### config.mk
export PLATFORM = sky130hd
export DESIGN_NAME = round_robin_adc_request_scheduler
export DESIGN_NICKNAME = d
export VERILOG_FILES = /design/src/hdl/rras_pkg.sv /design/src/hdl/round_robin_adc_request_scheduler.sv /design/src/hdl/rras_cfg_regs.sv /design/src/hdl/rras_core.sv
export SDC_FILE = /design/constraint.sdc
export NUM_CORES = 1
export LEC_CHECK = 0
export BUFFER_PORTS_ARGS = -buffer_cell sky130_fd_sc_hd__buf_2
export CORE_ASPECT_RATIO = 0.9
export CORE_UTILIZATION = 30
export CTS_BUF_LIST = sky130_fd_sc_hd__clkbuf_8 sky130_fd_sc_hd__clkbuf_16
export DETAILED_ROUTE_END_ITERATION = 6
export PLACE_DENSITY_LB_ADDON = 0.05
export SETUP_SLACK_MARGIN = 0.15
export SYNTH_ARGS = -nofsm -noshare
export SYNTH_HDL_FRONTEND = slang
export SYNTH_HIERARCHICAL = 1
export SYNTH_SLANG_ARGS = --single-unit
### constraint.sdc
create_clock -name clk_i -period 5.11 [get_ports clk_i]
set_input_delay 1.022 -clock clk_i [delete_from_list [all_inputs] [get_ports clk_i]]
set_output_delay 1.022 -clock clk_i [all_outputs]
set_load 0.02 [all_outputs]
### src/hdl/rras_pkg.sv
package rras_pkg;

  // logical ports served by the scheduler
  localparam int PORTS = 4;
  localparam int PORT_W = $clog2(PORTS);
  // ports that have a slot in the channel and client map registers
  localparam int MAP_SLOTS = 4;

  localparam logic [1:0] CHANNEL_MAP_RESET = 2'd0;
  localparam logic [7:0] CHANNEL_MAP_RST = 8'hE4;
  localparam logic [31:0] CLIENT_MAP_RST = 32'hFFFF_FFFF;
  localparam logic [7:0] NO_CLIENT = 8'hFF;

  typedef enum logic {
    CMD_REQUEST = 1'b0,
    CMD_DONE    = 1'b1
  } cmd_e;

  typedef enum logic [2:0] {
    ST_ACCEPTED   = 3'd0,
    ST_BUSY       = 3'd1,
    ST_INVALID    = 3'd2,
    ST_DATA_READY = 3'd3,
    ST_SPURIOUS   = 3'd4
  } status_e;

  typedef enum logic {
    CFG_CHANNEL_MAP = 1'b0,
    CFG_CLIENT_MAP  = 1'b1
  } cfg_idx_e;

  typedef struct packed {
    logic       cmd;
    logic [3:0] port;
    logic [9:0] sample;
  } in_req_t;

  typedef struct packed {
    logic [2:0] status;
    logic       start_conversion;
    logic [1:0] start_channel;
    logic [1:0] done_port;
    logic [7:0] done_client;
    logic [9:0] done_value;
  } out_rsp_t;

  typedef struct packed {
    logic [7:0]  channel_map;
    logic [31:0] client_map;
  } map_regs_t;

  // hardware channel of a logical port, channel 0 beyond the map
  function automatic logic [1:0] chan_of(input logic [PORT_W-1:0] p,
                                         input logic [7:0] map);
    logic [1:0] slot;
    slot = 2'(p);
    if (32'(p) >= MAP_SLOTS) begin
      return CHANNEL_MAP_RESET;
    end
    return map[{slot, 1'b0} +: 2];
  endfunction

  // client id of a logical port, no client beyond the map
  function automatic logic [7:0] client_of(input logic [PORT_W-1:0] p,
                                           input logic [31:0] map);
    logic [1:0] slot;
    slot = 2'(p);
    if (32'(p) >= MAP_SLOTS) begin
      return NO_CLIENT;
    end
    return map[{slot, 3'b000} +: 8];
  endfunction

endpackage

### src/hdl/round_robin_adc_request_scheduler.sv
// an accepted request moves from the input register to the output register
// throughput: one request per cycle while the result channel does not stall;
//   the round-robin search over the pending mask is a single combinational
//   pass between the input and result registers
// reset: asynchronous active low; clears pending mask, current port and both
//   stage valids, and loads the default channel and client maps
module round_robin_adc_request_scheduler
  import rras_pkg::*;
(
  input  logic        clk_i,
  input  logic        rst_ni,
  // request channel
  input  logic        in_valid_i,
  output logic        in_stall_o,
  input  in_req_t     in_req_i,
  // result channel
  output logic        out_valid_o,
  input  logic        out_stall_i,
  output out_rsp_t    out_rsp_o,
  // configuration write channel
  input  logic        cfg_valid_i,
  output logic        cfg_ready_o,
  input  logic        cfg_index_i,
  input  logic [31:0] cfg_data_i
);

  map_regs_t maps;

  // input register stage
  logic    in_valid_q;
  in_req_t in_req_q;

  // result register stage
  logic     out_valid_q;
  out_rsp_t out_rsp_q;
  out_rsp_t rsp_d;

  logic out_free;   // result register can take a new value this cycle
  logic fire;       // registered request gets processed this cycle
  logic in_take;    // input register loads a new request

  assign out_free   = !out_valid_q || !out_stall_i;
  assign fire       = in_valid_q && out_free;
  // input register drains whenever its request moves on
  assign in_stall_o = in_valid_q && !out_free;
  assign in_take    = in_valid_i && !in_stall_o;

  rras_cfg_regs u_cfg (
    .clk_i       (clk_i),
    .rst_ni      (rst_ni),
    .cfg_valid_i (cfg_valid_i),
    .cfg_ready_o (cfg_ready_o),
    .cfg_index_i (cfg_index_i),
    .cfg_data_i  (cfg_data_i),
    .maps_o      (maps)
  );

  // scheduling state and the per-request decision
  rras_core u_core (
    .clk_i  (clk_i),
    .rst_ni (rst_ni),
    .fire_i (fire),
    .req_i  (in_req_q),
    .maps_i (maps),
    .rsp_o  (rsp_d)
  );

  always_ff @(posedge clk_i or negedge rst_ni) begin
    if (!rst_ni) begin
      in_valid_q <= 1'b0;
    end else if (out_free || !in_valid_q) begin
      in_valid_q <= in_take;
    end
  end

  always_ff @(posedge clk_i) begin
    if (in_take) begin
      in_req_q <= in_req_i;
    end
  end

  always_ff @(posedge clk_i or negedge rst_ni) begin
    if (!rst_ni) begin
      out_valid_q <= 1'b0;
    end else if (out_free) begin
      out_valid_q <= in_valid_q;
    end
  end

  // result payload holds while stalled
  always_ff @(posedge clk_i) begin
    if (fire) begin
      out_rsp_q <= rsp_d;
    end
  end

  assign out_valid_o = out_valid_q;
  assign out_rsp_o   = out_rsp_q;

endmodule

### src/hdl/rras_cfg_regs.sv
module rras_cfg_regs
  import rras_pkg::*;
(
  input  logic        clk_i,
  input  logic        rst_ni,
  input  logic        cfg_valid_i,
  output logic        cfg_ready_o,
  input  logic        cfg_index_i,
  input  logic [31:0] cfg_data_i,
  output map_regs_t   maps_o
);

  logic [7:0]  channel_map_q;
  logic [31:0] client_map_q;

  assign cfg_ready_o = 1'b1;

  always_ff @(posedge clk_i or negedge rst_ni) begin
    if (!rst_ni) begin
      channel_map_q <= CHANNEL_MAP_RST;
      client_map_q  <= CLIENT_MAP_RST;
    end else if (cfg_valid_i) begin
      case (cfg_idx_e'(cfg_index_i))
        CFG_CHANNEL_MAP: channel_map_q <= cfg_data_i[7:0];
        CFG_CLIENT_MAP:  client_map_q  <= cfg_data_i;
        default: ;
      endcase
    end
  end

  assign maps_o.channel_map = channel_map_q;
  assign maps_o.client_map  = client_map_q;

endmodule

### src/hdl/rras_core.sv
module rras_core
  import rras_pkg::*;
(
  input  logic      clk_i,
  input  logic      rst_ni,
  input  logic      fire_i,
  input  in_req_t   req_i,
  input  map_regs_t maps_i,
  output out_rsp_t  rsp_o
);

  logic [PORTS-1:0]  pending_q, pending_d;
  logic [PORT_W-1:0] current_q, current_d;

  always_comb begin
    logic [PORT_W-1:0] pidx;
    logic [PORTS-1:0]  cleared;
    logic [PORT_W:0]   cand;
    logic [PORT_W-1:0] next_port;
    logic              found;

    rsp_o     = '0;
    pending_d = pending_q;
    current_d = current_q;
    pidx      = req_i.port[PORT_W-1:0];
    cleared   = pending_q & ~(PORTS'(1) << current_q);
    next_port = current_q;
    found     = 1'b0;

    // rotating priority: first pending port after the finished one
    for (int i = 1; i <= PORTS; i++) begin
      cand = {1'b0, current_q} + (PORT_W + 1)'(i);
      if (32'(cand) >= PORTS) begin
        cand = cand - (PORT_W + 1)'(PORTS);
      end
      if (!found && cleared[cand[PORT_W-1:0]]) begin
        found     = 1'b1;
        next_port = cand[PORT_W-1:0];
      end
    end

    if (cmd_e'(req_i.cmd) == CMD_REQUEST) begin
      if (32'(req_i.port) >= PORTS) begin
        rsp_o.status = ST_INVALID;
      end else if (pending_q[pidx]) begin
        rsp_o.status = ST_BUSY;
      end else begin
        rsp_o.status = ST_ACCEPTED;
        pending_d    = pending_q | (PORTS'(1) << pidx);
        if (pending_q == '0) begin
          current_d              = pidx;
          rsp_o.start_conversion = 1'b1;
          rsp_o.start_channel    = chan_of(pidx, maps_i.channel_map);
        end
      end
    end else if (pending_q == '0) begin
      rsp_o.status = ST_SPURIOUS;
    end else begin
      rsp_o.status      = ST_DATA_READY;
      pending_d         = cleared;
      rsp_o.done_port   = 2'(current_q);
      rsp_o.done_client = client_of(current_q, maps_i.client_map);
      rsp_o.done_value  = req_i.sample;
      if (found) begin
        current_d              = next_port;
        rsp_o.start_conversion = 1'b1;
        rsp_o.start_channel    = chan_of(next_port, maps_i.channel_map);
      end
    end
  end

  always_ff @(posedge clk_i or negedge rst_ni) begin
    if (!rst_ni) begin
      pending_q <= '0;
      current_q <= '0;
    end else if (fire_i) begin
      pending_q <= pending_d;
      current_q <= current_d;
    end
  end

endmodule

==> results.toml <==
[run_status]
status = "complete, no violations"

[power_and_ir_drop]
ir_drop_mv = 0.177
p_per_area_mw_per_mm2 = 484
p_leak_nw = 1.94

[clock_network]
clock_sinks = 89
cts_tree = "done"
path_clk_slew_ps = 70
clockBufferDepth = 2
worstSkewPairLatency_ps = 350
postCtsHoldBufs = 0
post_cts_resized = 0
cts_made_buffers = 9
htree_levels = 3
cts_root_buffer = "clkbuf_16"
cts_setup_buffers = 0

[routing]
ant_nets = 0
num_vias = 2335
routed_wl_um = 8130
via_per_inst = 4.65
firstDrtPassIters = 4
drc = 0
drtIter0Drc = 78
avgRoutedWirePerCell_um = 16.2

[timing]
rsz0062_at_grt = "no"
slew_headroom = 0.292
fin_crit_sh = 0.625
finalSetupTns_ps = 0
tightest_slew_ps = 1060
setup_viol = 0
max_freq_mhz = 313
fin_crit_ps = 3200
finalHoldViolCount = 0
fin_skew_ps = 7.28
slew_violations = 0
setup_slack_ps = 1910
holdWs_ps = 517

[floorplanning]
die_x_um = 123
core_area_mm2 = 0.0128
fp.dieH_um = 111
io_pins = 82
initial_utilization = 0.310
num_rows = 39
die-area_mm2 = 0.0137

[min_path]
hold_path_class = "reg -> reg"
hold_start = "in_req_q[8]"

[cells_and_area]
seq_area_mm2 = 0.00248
area_delta_synth_final_pct = 22.1
multi_input_area_mm2 = 0.00141
final_util = 0.379
n_antenna_cell = 0
drive_gt1_frac = 0.571
fill_cells = 1262
nNetsFinal = 390
layout_commonest_cell = "buf_2"
layout_common_cells = "buf_2, edfxtp_1, mux2_2, dfstp_2, and2_1"
final_cell_count_no_fill = 502

[worst_setup_path]
required_ps = 5190
cp_top_family = "flip-flops"
crit_slowest_cell = "dfrtp_1"
cp_cell_sequence = "inv_6 > ha_1 > nor4bb_1 > a31oi_1 > a32oi_2 > xnor2_2 > mux2i_1 > o221ai_1"
worst-setup-path-type = "reg -> reg"
critPathLaunch = "u_core/current_q[0]"
r2r-start = "u_core/current_q[0]"
critPathBufInv = 1
worstPathArrival_ps = 3280
start_kind = "register"
max_stage_delay_ps = 1020
crit_fanout = 21
end_kind = "register"

[synthesis]
synth-edff-count = 41
synth_top_area_frac = 0.310
synth_fa_ha_area_frac = 0.0126
syn_area_per_cell_um2 = 15.9
yosys.area.top_type = "edfxtp_1"
async_flop_share = 0.539
synth_area_leaders = "edfxtp_1, dfstp_2, mux2_2"
synth_area_mm2 = 0.00397
ys_seq_elements = 89
synth_warnings = 6
synthesis.nets = 307
synth_compound_area_frac = 0.0467
postSynthCellCount = 250
synth_cell_types = 51
synth_flop_cell = "edfxtp_1"
synthMuxAreaShare = 0.199
post_synth_xor_area_fraction = 0.00410
synth_seq_area_share = 0.625
synth_top_family_by_area = "multiplexers"
yosys.area_share.simple = 0.0899

[flow_run]
maxCapViolCount = 0

[grt]
grt_pass1_vias = 2321
grt_max_degree = 38
grt_antenna_before_repair = 0
grt.total_usage = 0.130
grt_overflow = 0
grt_pass1_wl_um = 12700

[place]
portBuffers = 80
placed_cells = 486
place_ws_ps = 1850
place_congestion = 0.696
hpwlAfterDp_um = 5460
## sequential cells by signal, summed over array words and instances, names as in the netlist
name	cells
u_core/current_q	2
u_cfg/channel_map_q	8
u_core/pending_q	4
in_req_q	15
in_valid_q	1
out_rsp_o	26
u_cfg/client_map_q	32
out_valid_o	1
## layer usage
metal | up-vias | global-route usage | share of wire
li1 | 1110 | - | -
met1 | 1167 | 0.162 | 0.45
met2 | 50 | 0.197 | 0.49
met3 | 8 | 0.0545 | 0.047
met4 | 0 | 0.0506 | 0.014
met5 | - | 0 | 0
## final cells by class
class / count / share of cell area
clock buffers: 9 / 0.0465
clock inverters: 7 / 0.0160
inverters: 5 / 0.00491
multi-input cells: 145 / 0.291
flip-flops and latches: 89 / 0.511
well taps: 164 / 0.0424
repair buffers: 83 / 0.0873
## cell families (layout without fill, tap and decap cells)
kind of cell / Yosys count / count (layout)
AO/OA/AOI/OAI: 22 / 22
AND/OR/NAND/NOR: 59 / 59
XOR/XNOR: 1 / 1
buffers and inverters: 16 / 104
multiplexers: 58 / 58
adder cells (fa/ha/maj): 4 / 4
flip-flops: 89 / 89
other: 1 / 1
## cells in the mapped netlist, types with 5 or more instances
cell and count:
mux4_2 10, dfstp_2 36, nand2_1 7, mux2_2 40, mux2i_1 6, edfxtp_1 41
and2_1 21, nand3_1 5, dfrtp_1 12
## worst register-to-register path, cell delays in order (launching register included)
cell and delay [ps]:
dfrtp_1 1020, inv_6 90, ha_1 400, nor4bb_1 320, a31oi_1 110, a32oi_2 370
xnor2_2 220, mux2i_1 270, o221ai_1 140
## per-stage QoR
stage / cell area (µm²) / total power [mW]
floorplan: 3970 / 1.51
global placement: 4540 / 1.69
detailed placement: 4540 / 1.70
CTS: 4840 / 2.39
global route: 4840 / 2.49
finish: 4840 / 2.35
## report_power, final
| part | total, mW | leakage [nW] | switching, mW | internal (mW) |
|---|---|---|---|---|
| Sequential | 1.03 | 0.922 | 0.114 | 0.920 |
| Combinational | 0.638 | 0.876 | 0.316 | 0.322 |
| Clock | 0.674 | 0.145 | 0.291 | 0.383 |
## path summary, 6_finish.rpt
path	end	slack, ps	cells after the start
max	out_rsp_o[20]	1910	8
min	out_rsp_o[8]	520	1
max reg2reg	out_rsp_o[20]	1910	8
min reg2reg	out_rsp_o[8]	520	1
max in group asynchronous	u_cfg/client_map_q[12]	3750	2
min in group asynchronous	u_core/pending_q[1]	560	1
Note: power is estimated with default switching activity, not from simulation.
